`src/rtl/b64d_pkg.sv`:
```
// Shared types, constants and the character decode function of the base64 decoder.
`timescale 1ns / 1ps

package b64d_pkg;

    localparam int QUEUE_DEPTH = 4;

    localparam logic [7:0] CHAR_PLUS  = 8'h2B;
    localparam logic [7:0] CHAR_SLASH = 8'h2F;

    // Output tuser bit positions
    localparam int TUSER_BYTE_VALID = 0;
    localparam int TUSER_TEXT_END   = 1;

    // One decoded job: all results caused by one input transaction
    typedef struct packed {
        logic [23:0] bytes;     // first result in the high byte
        logic [1:0]  n_res;     // 1 to 3 results
        logic        valid;     // 0 only for an empty end marker
        logic        text_end;  // last result closes the text
    } t_job;

    typedef struct packed {
        logic       ok;
        logic [5:0] val;
    } t_sextet;

    function automatic t_sextet sextet_of(input logic [7:0] c);
        t_sextet    s;
        logic [7:0] d;
        s.ok  = 1'b1;
        d     = 8'h00;
        case (c) inside
            [8'h41:8'h5A]: d = c - 8'h41;
            [8'h61:8'h7A]: d = c - 8'h47;
            [8'h30:8'h39]: d = c + 8'h04;
            CHAR_PLUS:     d = 8'd62;
            CHAR_SLASH:    d = 8'd63;
            default:       s.ok = 1'b0;
        endcase
        s.val = d[5:0];
        return s;
    endfunction

endpackage

```
`src/rtl/b64d_front.sv`:
```
// Front end: accepts characters, tracks the open group and builds result jobs.
`timescale 1ns / 1ps

module b64d_front (
    input  logic               i_clk,
    input  logic               i_rst_n,
    input  logic               i_valid,
    input  logic [7:0]         i_char,
    input  logic               i_present,
    input  logic               i_end,
    input  logic               i_q_full,
    output logic               o_ready,
    output logic               o_push,
    output b64d_pkg::t_job     o_job
);

    logic [17:0]       r_acc, n_acc;
    logic [1:0]        r_gc, n_gc;
    logic              r_stop, n_stop;
    logic [1:0]        w_nres;
    logic              w_accept;
    b64d_pkg::t_sextet w_sx;

    assign o_ready  = !i_q_full;
    assign w_accept = i_valid && o_ready;
    assign w_sx     = b64d_pkg::sextet_of(i_char);

    always_comb begin
        n_acc          = r_acc;
        n_gc           = r_gc;
        n_stop         = r_stop;
        w_nres         = 2'd0;
        o_job.bytes    = 24'h000000;
        o_job.valid    = 1'b1;
        o_job.text_end = 1'b0;

        if (i_present && !r_stop) begin
            if (!w_sx.ok) begin
                n_stop = 1'b1;
            end else if (r_gc == 2'd3) begin
                o_job.bytes = {r_acc, w_sx.val};
                w_nres      = 2'd3;
                n_acc       = 18'h00000;
                n_gc        = 2'd0;
            end else begin
                n_acc = {r_acc[11:0], w_sx.val};
                n_gc  = r_gc + 2'd1;
            end
        end

        if (i_end) begin
            // flush a partial group, then return to the start state
            case (n_gc)
                2'd2: begin
                    o_job.bytes[23:16] = n_acc[11:4];
                    w_nres             = 2'd1;
                end
                2'd3: begin
                    o_job.bytes[23:8] = {n_acc[17:10], n_acc[9:2]};
                    w_nres            = 2'd2;
                end
                default: ;
            endcase
            if (w_nres == 2'd0) begin
                w_nres      = 2'd1;
                o_job.valid = 1'b0;
            end
            o_job.text_end = 1'b1;
            n_acc          = 18'h00000;
            n_gc           = 2'd0;
            n_stop         = 1'b0;
        end
        o_job.n_res = w_nres;
    end

    assign o_push = w_accept && (w_nres != 2'd0);

    always_ff @(posedge i_clk) begin
        if (!i_rst_n) begin
            r_acc  <= 18'h00000;
            r_gc   <= 2'd0;
            r_stop <= 1'b0;
        end else if (w_accept) begin
            r_acc  <= n_acc;
            r_gc   <= n_gc;
            r_stop <= n_stop;
        end
    end

endmodule

```
`src/rtl/b64d_queue.sv`:
```
// Job queue between the front end and the byte emitter.
`timescale 1ns / 1ps

module b64d_queue #(
    parameter int DEPTH = b64d_pkg::QUEUE_DEPTH
) (
    input  logic           i_clk,
    input  logic           i_rst_n,
    input  logic           i_push,
    input  b64d_pkg::t_job i_job,
    input  logic           i_pop,
    output logic           o_full,
    output logic           o_valid,
    output b64d_pkg::t_job o_head
);

    localparam int PW = (DEPTH > 1) ? $clog2(DEPTH) : 1;
    localparam int CW = $clog2(DEPTH + 1);
    localparam logic [PW-1:0] LAST_PTR = PW'(DEPTH - 1);
    localparam logic [CW-1:0] FULL_CNT = CW'(DEPTH);

    b64d_pkg::t_job r_mem [DEPTH];
    logic [PW-1:0]  r_wr_ptr;
    logic [PW-1:0]  r_rd_ptr;
    logic [CW-1:0]  r_cnt;
    logic           w_push;
    logic           w_pop;

    assign o_full  = (r_cnt == FULL_CNT);
    assign o_valid = (r_cnt != '0);
    assign o_head  = r_mem[r_rd_ptr];
    assign w_push  = i_push && !o_full;
    assign w_pop   = i_pop && o_valid;

    always_ff @(posedge i_clk) begin
        if (w_push) begin
            r_mem[r_wr_ptr] <= i_job;
        end
    end

    always_ff @(posedge i_clk) begin
        if (!i_rst_n) begin
            r_wr_ptr <= '0;
            r_rd_ptr <= '0;
            r_cnt    <= '0;
        end else begin
            if (w_push) begin
                r_wr_ptr <= (r_wr_ptr == LAST_PTR) ? '0 : r_wr_ptr + PW'(1);
            end
            if (w_pop) begin
                r_rd_ptr <= (r_rd_ptr == LAST_PTR) ? '0 : r_rd_ptr + PW'(1);
            end
            if (w_push && !w_pop) begin
                r_cnt <= r_cnt + CW'(1);
            end else if (w_pop && !w_push) begin
                r_cnt <= r_cnt - CW'(1);
            end
        end
    end

endmodule

```
`src/rtl/b64d_back.sv`:
```
// Back end: walks the head job one byte per cycle into the output register, while the output is not stalled.
`timescale 1ns / 1ps

module b64d_back (
    input  logic           i_clk,
    input  logic           i_rst_n,
    input  logic           i_q_valid,
    input  b64d_pkg::t_job i_q_head,
    output logic           o_pop,
    input  logic           i_tready,
    output logic           o_tvalid,
    output logic [7:0]     o_tdata,
    output logic [1:0]     o_tuser,
    output logic           o_tlast
);

    logic [1:0] r_idx;
    logic       r_valid;
    logic [7:0] r_data;
    logic [1:0] r_user;
    logic       r_last;
    logic       w_load;
    logic       w_emit;
    logic       w_last;
    logic [7:0] w_byte;

    assign w_load = !r_valid || i_tready;
    assign w_emit = w_load && i_q_valid;
    assign w_last = (r_idx == (i_q_head.n_res - 2'd1));
    assign o_pop  = w_emit && w_last;

    always_comb begin
        case (r_idx)
            2'd0:    w_byte = i_q_head.bytes[23:16];
            2'd1:    w_byte = i_q_head.bytes[15:8];
            default: w_byte = i_q_head.bytes[7:0];
        endcase
    end

    always_ff @(posedge i_clk) begin
        if (!i_rst_n) begin
            r_valid <= 1'b0;
            r_idx   <= 2'd0;
        end else if (w_load) begin
            r_valid <= i_q_valid;
            if (i_q_valid) begin
                r_idx <= w_last ? 2'd0 : r_idx + 2'd1;
            end
        end
    end

    // Payload needs no reset; it is qualified by r_valid
    always_ff @(posedge i_clk) begin
        if (w_emit) begin
            r_data                             <= w_byte;
            r_user[b64d_pkg::TUSER_BYTE_VALID] <= i_q_head.valid;
            r_user[b64d_pkg::TUSER_TEXT_END]   <= w_last && i_q_head.text_end;
            r_last                             <= w_last;
        end
    end

    assign o_tvalid = r_valid;
    assign o_tdata  = r_data;
    assign o_tuser  = r_user;
    assign o_tlast  = r_last;

endmodule

```
`src/rtl/base64_stream_decoder_unit.sv`:
```
// Top level of the streaming base64 decoder.
//
// Slave channel: one character per transaction. tdata carries the raw
// character, tuser[0] says a character is present, tlast marks the end of text.
// Master channel: one decoded byte per transaction. tuser[0] is byte valid,
// tuser[1] marks the last byte of the text, tlast the last result of one input.
// Every fourth character of a group gives three bytes; at end of text a partial
// group of i characters gives i-1 bytes, or a single empty result if none.
// The first non-base64 character stops decoding until the end of text.
// A transaction's first result passes the job queue, then the output register.
// Throughput: one character per cycle at the input while the queue is not full,
// one byte per cycle at the output while tready is high; the output rate sets the
// limit, and a job queue of Q_DEPTH entries absorbs the three-byte bursts.
// When the receiver stalls, the output register holds and the queue fills;
// tready drops only once the queue is full.
// Reset (synchronous, active low) empties the queue and output register and
// returns the decoder to the start of a text.
`timescale 1ns / 1ps

module base64_stream_decoder_unit #(
    parameter int Q_DEPTH = b64d_pkg::QUEUE_DEPTH
) (
    input  logic       i_clk,
    input  logic       i_rst_n,
    input  logic       i_s_axis_tvalid,
    output logic       o_s_axis_tready,
    input  logic [7:0] i_s_axis_tdata,   // [7:0] char_code
    input  logic [0:0] i_s_axis_tuser,   // [0] char_present
    input  logic       i_s_axis_tlast,
    output logic       o_m_axis_tvalid,
    input  logic       i_m_axis_tready,
    output logic [7:0] o_m_axis_tdata,   // [7:0] data_byte
    output logic [1:0] o_m_axis_tuser,   // [0] byte_valid, [1] text_end
    output logic       o_m_axis_tlast
);

    logic           w_push;
    logic           w_pop;
    logic           w_full;
    logic           w_q_valid;
    b64d_pkg::t_job w_job;
    b64d_pkg::t_job w_head;

    b64d_front u_front (
        .i_clk     (i_clk),
        .i_rst_n   (i_rst_n),
        .i_valid   (i_s_axis_tvalid),
        .i_char    (i_s_axis_tdata),
        .i_present (i_s_axis_tuser[0]),
        .i_end     (i_s_axis_tlast),
        .i_q_full  (w_full),
        .o_ready   (o_s_axis_tready),
        .o_push    (w_push),
        .o_job     (w_job)
    );

    b64d_queue #(
        .DEPTH (Q_DEPTH)
    ) u_queue (
        .i_clk   (i_clk),
        .i_rst_n (i_rst_n),
        .i_push  (w_push),
        .i_job   (w_job),
        .i_pop   (w_pop),
        .o_full  (w_full),
        .o_valid (w_q_valid),
        .o_head  (w_head)
    );

    b64d_back u_back (
        .i_clk     (i_clk),
        .i_rst_n   (i_rst_n),
        .i_q_valid (w_q_valid),
        .i_q_head  (w_head),
        .o_pop     (w_pop),
        .i_tready  (i_m_axis_tready),
        .o_tvalid  (o_m_axis_tvalid),
        .o_tdata   (o_m_axis_tdata),
        .o_tuser   (o_m_axis_tuser),
        .o_tlast   (o_m_axis_tlast)
    );

endmodule

```
`config.mk`:
```
export PLATFORM = sky130hd
export DESIGN_NAME = base64_stream_decoder_unit
export DESIGN_NICKNAME = d
export VERILOG_FILES = /design/src/rtl/b64d_pkg.sv /design/src/rtl/b64d_front.sv /design/src/rtl/b64d_queue.sv /design/src/rtl/b64d_back.sv /design/src/rtl/base64_stream_decoder_unit.sv
export SDC_FILE = /design/constraint.sdc
export NUM_CORES = 1
export LEC_CHECK = 0
export ABC_AREA = 1
export BUFFER_PORTS_ARGS = -buffer_cell sky130_fd_sc_hd__buf_2
export CAP_MARGIN = 40
export CORE_UTILIZATION = 56
export DETAILED_ROUTE_END_ITERATION = 8
export HOLD_SLACK_MARGIN = 0.08
export PLACE_DENSITY = 0.76
export SLEW_MARGIN = 20
export SYNTH_ARGS = -nofsm -noshare
export SYNTH_HDL_FRONTEND = slang
export SYNTH_HIERARCHICAL = 1
export SYNTH_SLANG_ARGS = --single-unit
```
`constraint.sdc`:
```
create_clock -name i_clk -period 4.3 [get_ports i_clk]
set_clock_uncertainty 0.2 [all_clocks]
set_input_delay 0.645 -clock i_clk [delete_from_list [all_inputs] [get_ports i_clk]]
set_output_delay 0.645 -clock i_clk [all_outputs]
set_load 0.005 [all_outputs]
```
== After elaboration in Yosys (flattened, before gate mapping) ==
Memory sizes are Yosys's and may differ from the RTL's. A register that Yosys moved wholly into a read port is not among the register bits.
Cells that the tools add are included.

* $add $sub $neg: 10
* Multiply operators: 0
* Divide/modulo/power cells: 0
* Order comparisons: 6
* Equality and inequality tests: 11
* Shift operators: 0
* Multiplexer cells: 46
* Bitwise gates (word level): 0
* Reductions and logical operators: 29

{| class="wikitable"
|+ Operators with widths
! cell !! number
|-
| two-way mux 18 bit || 4
|-
| two-way mux 24 bit || 3
|-
| two-way mux 2 bit || 16
|-
| one-hot mux 8 bit (2 select lines) || 2
|-
| two-way mux 6 bit || 5
|-
| equality test 8 x 6 -> 1 bit, second input constant || 2
|-
| >= comparator 8 x 7 -> 1 bit, second input constant || 2
|-
| less-or-equal comparator 8 x 7 -> 1 bit, second input constant || 2
|-
| two-way mux 16 bit || 1
|-
| logical AND 1 bit || 13
|-
| two-way mux 1 bit || 11
|-
| equality test 2 bit, second input constant || 5
|-
| adder 2 x 1 -> 2 bit, second input constant || 4
|-
| >= comparator 8 x 6 -> 1 bit, second input constant || 1
|-
| less-or-equal comparator 8 x 6 -> 1 bit, second input constant || 1
|-
| two-way mux 8 bit || 1
|-
| nonzero test 2 bit || 4
|-
| adder 6 x 3 -> 6 bit, second input constant || 1
|-
| two-way mux 3 bit || 2
|-
| AND reduction 3 bit || 2
|-
| subtractor 6 x 1 -> 6 bit, second input constant || 1
|-
| subtractor 6 x 3 -> 6 bit, second input constant || 1
|-
| zero test 1 bit || 5
|-
| zero test 2 bit || 2
|-
| other kinds (11) || 11
|}

* Register bits: 42
* Latch bits: 0
* Memory bits (writable): 112
* ROM bits: 0
* Memories kept: 1

{| class="wikitable"
|+ Memories
! memory !! words !! bits a word !! read ports !! clocked after Yosys merged registers in !! write ports !! RTL line !! RTL
|-
| u_queue.r_mem || 4 || 28 || 1 || 1 || 1 || b64d_queue.sv:22 || <nowiki>b64d_pkg::t_job r_mem [DEPTH];</nowiki>
|}

== Logic depth before layout (Yosys ltp) ==
* Depth after elaboration: 21
* Mapped depth: 26
* Mapped depth without buffers: 24

== By module ==
Netlist, hierarchy kept.

{| class="wikitable"
|+ Modules (own cells, without submodules)
! module !! instances !! cells each !! area each (um^2) !! seq. area each (um^2)
|-
| b64d_queue || 1 || 342 || 4647.0 || 3543.4
|-
| b64d_front || 1 || 362 || 2137.0 || 420.4
|-
| b64d_back || 1 || 75 || 757.0 || 390.4
|}

== Least setup slack after synthesis ==
No wires, ideal clock.

* Path type: input -> register
* From: in i_s_axis_tdata[2]
* To: mem u_queue/r_mem[0][0] (netlist bit) (enable)
* Library setup time: 0.413 ns
* Arrival: 3.641 ns
* Required time: 3.687 ns
* Path slack: 0.047 ns
* Stages on the path: 17
* Cells stage by stage: buf_2 > inv_2 > ha_1 > inv_2 > o21ai_1 > nand2_1 > nand2_2 > nand2_2 > inv_2 > nand3_4 > nand2_4 > nor2_2 > inv_2 > buf_2 > a21oi_1 > nand2_1 > nor2_1

* Cells in the longest elaborated chain, start to end: 19

{| class="wikitable"
|+ Ends and longest elaborated chain
! what !! RTL line !! RTL
|-
| start, declared || base64_stream_decoder_unit.sv:27 || <nowiki>input logic [7:0] i_s_axis_tdata,</nowiki>
|-
| branches (longest 5 deep; another with >= comparator 8 x 6 -> 1 bit) || n/a ||
|-
| two-way mux 1 bit (*) || b64d_pkg.sv:33 || <nowiki>case (c) inside</nowiki>
|-
| two-way mux 2 bit || b64d_front.sv:38 || <nowiki>if (!w_sx.ok) begin</nowiki>
|-
| two-way mux 2 bit || b64d_front.sv:37 || <nowiki>if (i_present && !r_stop) begin</nowiki>
|-
| equality test 2 bit || b64d_front.sv:53 || <nowiki>case (n_gc)</nowiki>
|-
| one-hot mux 2 bit (2 select lines) || b64d_front.sv:53 ||
|-
| two-way mux 2 bit || b64d_front.sv:51 || <nowiki>if (i_end) begin</nowiki>
|-
| zero test 2 bit || b64d_front.sv:64 || <nowiki>if (w_nres == 2'd0) begin</nowiki>
|-
| two-way mux 2 bit || b64d_front.sv:64 ||
|-
| two-way mux 2 bit (*) || b64d_front.sv:51 ||
|-
| nonzero test 2 bit (*) || b64d_front.sv:76 || <nowiki>assign o_push = w_accept && (w_nres != 2'd0);</nowiki>
|-
| logical AND 1 bit (*) || b64d_front.sv:76 ||
|-
| net w_push || base64_stream_decoder_unit.sv:37 || <nowiki>logic w_push;</nowiki>
|-
| logical AND 1 bit (*) || b64d_queue.sv:32 || <nowiki>assign w_push = i_push && !o_full;</nowiki>
|-
| two-way mux 1 bit (*) || b64d_queue.sv:36 || <nowiki>if (w_push) begin</nowiki>
|-
| two-way mux 1 bit (implied by the code) (*) || b64d_queue.sv:37 || <nowiki>r_mem[r_wr_ptr] <= i_job;</nowiki>
|-
| end, declared || b64d_queue.sv:22 ||
|}

Mark *: on every way through the listed nets, which the timed path passes. The select of a mux whose other input is x is not followed.

== Worst setup path in the final report ==
* From: in i_s_axis_tdata[0]
* To: reg u_queue.r_cnt[2]

* Cells in the longest elaborated chain, start to end: 20

{| class="wikitable"
|+ Ends and longest elaborated chain
! what !! RTL line !! RTL
|-
| branches (longest 5 deep; another with >= comparator 8 x 6 -> 1 bit) || n/a ||
|-
| two-way mux 1 bit (*) || b64d_pkg.sv:33 ||
|-
| two-way mux 2 bit || b64d_front.sv:38 ||
|-
| two-way mux 2 bit || b64d_front.sv:37 ||
|-
| equality test 2 bit || b64d_front.sv:53 ||
|-
| one-hot mux 2 bit (2 select lines) || b64d_front.sv:53 ||
|-
| two-way mux 2 bit || b64d_front.sv:51 ||
|-
| zero test 2 bit || b64d_front.sv:64 ||
|-
| [... 2 more ...] || n/a ||
|-
| nonzero test 2 bit (*) || b64d_front.sv:76 ||
|-
| logical AND 1 bit (*) || b64d_front.sv:76 ||
|-
| net w_push || base64_stream_decoder_unit.sv:37 ||
|-
| logical AND 1 bit (*) || b64d_queue.sv:32 ||
|-
| net u_queue.w_push || b64d_queue.sv:26 || <nowiki>logic w_push;</nowiki>
|-
| zero test 1 bit || b64d_queue.sv:55 || <nowiki>end else if (w_pop && !w_push) begin</nowiki>
|-
| logical AND 1 bit || b64d_queue.sv:55 ||
|-
| nonzero test 2 bit (no line) || n/a ||
|-
| end signal, assigned || b64d_queue.sv:54 || <nowiki>r_cnt <= r_cnt + CW'(1);</nowiki>
|-
| end signal, assigned || b64d_queue.sv:56 || <nowiki>r_cnt <= r_cnt - CW'(1);</nowiki>
|-
| end, declared || b64d_queue.sv:25 || <nowiki>logic [CW-1:0] r_cnt;</nowiki>
|}

Marked as above.
A chain may end at the register's enable or synchronous reset.

==> flow_summary_export.csv <==
group,metric,value,unit
sta,setup_tns,0,ns
yosys,postSynthCellCount,779,
clock_tree,h-tree-depth,4,
layout,nFillCells,1056,
sta,holdWs,0.237,ns
yosys,ys_types,35,
clock_tree,cts_root_buf,"clkbuf_16",
floorplanning,start_util,57.2,%
critical_path,r2r_setup_slack,1.21,ns
floorplanning,row_count,42,
yosys,syn-num-nets,812,
clock_tree,worstSkewPairLatency,0.42,ns
layout,antenna_cells,0,
critical_path,reg2reg_to,"u_queue/r_cnt[1]$_SDFFE_PN0P_",
sta,finalSetupViolCount,0,
detailed_routing,wl_per_cell,17.6,microns
sta,rsz0062_at_grt,"no",
sta,min_period_over_period,86.3,%
clock_tree,cts_tree,"built",
yosys,synth.most_common_cell,"nand2_1",
detailed_routing,drc,0,
clock_tree,clkSinkCount,156,
detailed_routing,vias_per_cell,5.75,
layout,utilization,63.4,%
clock_tree,hold_buffers,0,
worst_hold_path,hold_path_depth,2,
clock_tree,path_clk_slew,0.06,ns
sta,hold_viol,0,
yosys,synth_top_area_cell,"edfxtp_1",
clock_tree,ctsResizeCount,0,
critical_path,crit_start,"i_s_axis_tdata[0]",
yosys,async_flop_share,0,%
global_route,grt_start_max_net_pins,47,
sta,slew_viol_final,0,
layout,drive_above_1_share,14.4,%
global_route,antenna_found_initial,0,
pwr,power.leakage,3.17,nW
yosys,synth.area.top_cells,"edfxtp_1, dfxtp_1, nand2_1, nor2_1, o21ai_0",
yosys,synth_ff_type,"edfxtp_1",
yosys,syn_area_per_cell,9.68,sq um
sta,min_period,3.71,ns
floorplanning,core,13200,sq um
floorplanning,pin_count,27,
layout,syn2layout_area_growth,10.9,%
global_route,grtUsageTotal,26.4,%
critical_path,start_kind,"primary input",
placement,hpwl,11100,microns
detailed_routing,vias,5696,
critical_path,crit_fanout,19,
worst_hold_path,hp-class,"primary input to register",
yosys,synth_area,7540,sq um
pwr,ir_drop,0.309,mV
floorplanning,die_area,13900,sq um
placement,gp_congestion,0.882,
clock_tree,clk_path_buf_depth,2,
yosys,ys_seq_area_share,57.7,%
detailed_routing,first_iter_violations,730,
yosys,ys_ff_latch,156,
sta,layout_setup_ws,0.589,ns
critical_path,required,4.42,ns
detailed_routing,antenna_left,0,
yosys,synth_top_cell_area_share,49.0,%
detailed_routing,firstDrtPassIters,5,
critical_path,endpoint_kind,"register",
clock_tree,cts_setup_buffers,0,
placement,port_buffers,26,
sta,fmax,270,MHz
pwr,p_per_area,571,nW/um^2
sta,relSlewSlack,53.4,%
global_route,grt_overflow,0,
global_route,grt_pass1_vias,5355,
worst_hold_path,hold_start,"i_s_axis_tvalid",
layout,nNetsFinal,834,
yosys,yosysWarnings,6,
critical_path,crit_type,"primary input to register",
critical_path,rr_worst_depth,14,
yosys,synth.top_cells.by_count,"nand2_1, edfxtp_1, nor2_1",
clock_tree,cts_buffers,17,
floorplanning,die_x,118,microns
yosys,synth_edf_count,123,
global_route,grt_pass1_wl,27900,microns
floorplanning,die_h,118,microns
run,drv_cap,0,
outcome,outcome,"finished clean",
worst_hold_path,min_to,"u_front/r_stop$_SDFFE_PN0P_",
critical_path,cp.arrival,3.83,ns
sta,worstMarginPinSlew,0.692,ns
detailed_routing,wl,17400,microns
placement,pre_cts_ws,0.202,ns
## final cells by class
class	count	area, sq um	area share (%)
timing repair buffer	38	220	2.63
inverter	57	214	2.56
tap	176	220	2.63
sequential	156	4350	52.1
clock buffer	21	460	5.51
multi-input combinational	531	2750	32.9
clock inverter	11	143	1.71
## sequential cells by signal (all words and copies together), names as in the netlist, named ones only
| name | cells |
|---|---|
| u_back/o_tvalid | 1 |
| u_back/o_tuser | 2 |
| u_front/r_acc | 18 |
| u_back/r_idx | 2 |
| u_queue/r_cnt | 3 |
| u_front/r_stop | 1 |
| u_queue/r_rd_ptr | 2 |
| u_back/o_tdata | 8 |
| u_queue/r_wr_ptr | 2 |
| u_back/o_tlast | 1 |
| u_queue/r_mem | 112 |
| u_front/r_gc | 2 |
## how the worst max path moves through the flow
stage          cells past startpoint  slack, ns                            end
3_5_place_dp                      25       0.20  u_queue/r_cnt[2]$_SDFFE_PN0P_
5_1_grt                           25       0.28  u_queue/r_cnt[2]$_SDFFE_PN0P_
6_report                          25       0.59  u_queue/r_cnt[2]$_SDFFE_PN0P_
2_1_floorplan                     17       0.05  u_queue/r_mem[0][0]$_DFFE_PP_
3_3_place_gp                      25       0.37  u_queue/r_cnt[2]$_SDFFE_PN0P_
4_1_cts                           25       0.63  u_queue/r_cnt[2]$_SDFFE_PN0P_
## logic make-up (layout without fill, tap and decap cells)
| family | count (synthesis) | after routing | synth area share, % |
|---|---|---|---|
| flip-flops | 156 | 156 | 57.7 |
| AND/OR/NAND/NOR | 353 | 353 | 21.3 |
| XOR/XNOR | 7 | 7 | 0.813 |
| adder cells (fa/ha/maj) | 19 | 19 | 3.25 |
| buffers and inverters | 92 | 127 | 5.96 |
| AO/OA/AOI/OAI | 152 | 152 | 11.0 |
## critical path, cell delays in order
cell and delay, ns:
buf_2 0.14, inv_1 0.10, ha_1 0.25, inv_1 0.07, nand2_1 0.04, nand2_1 0.12
nor2_1 0.09, nor2_4 0.14, nand2_4 0.09, nand3_4 0.19, nand2_4 0.18, nor2_2 0.17
inv_2 0.05, a21oi_1 0.21, nand2_1 0.23, inv_1 0.11, ha_1 0.18, inv_1 0.07
fa_1 0.38, inv_1 0.07, nand2_1 0.07, nand3_1 0.07, nand2_1 0.06, inv_1 0.06
nor2_1 0.04
## placed cells by master (no fill, tap or decap), drive strengths merged
| cell type | n |
|---|---|
| a31oi | 1 |
| o21ai | 81 |
| edfxtp | 123 |
| bufinv | 3 |
| nand2 | 194 |
| xor2 | 7 |
| ha | 18 |
| inv | 55 |
| clkinv | 8 |
| o211ai | 1 |
| nor2 | 100 |
| a22oi | 8 |
| nand3b | 3 |
| nand3 | 44 |
| a21oi | 32 |
| buf | 38 |
| clkbuf | 21 |
| dfxtp | 33 |
| clkinvlp | 2 |
| o22ai | 28 |
| nor3 | 2 |
| a21boi | 1 |
| fa | 1 |
| nand4 | 10 |
## power breakdown
part	switching [W]	total, W	internal, W
clock	0.000573	0.00151	0.000941
sequential	0.0000857	0.00192	0.00183
combinational	0.000913	0.00134	0.000427
total	0.00157	0.00477	0.00320
## routing by layer
layer  global-route usage [%]  part of all wire [%]  vias to the layer above
li1                         -                     -                     2712
met1                     36.0                    44                     2718
met2                     42.4                    48                      241
met3                     5.47                   6.8                       25
met4                     8.09                   1.1                        0
met5                        0                     0                        -
## through the flow
step                      power, W  instances  area (sq um)
after floorplan            0.00291        779          7540
after global placement     0.00320        958          7760
after detailed placement   0.00327        958          7760
after CTS                  0.00478        990          8360
after global routing       0.00501        990          8360
final                      0.00477        990          8360
Power figures use the tool's default switching activity.
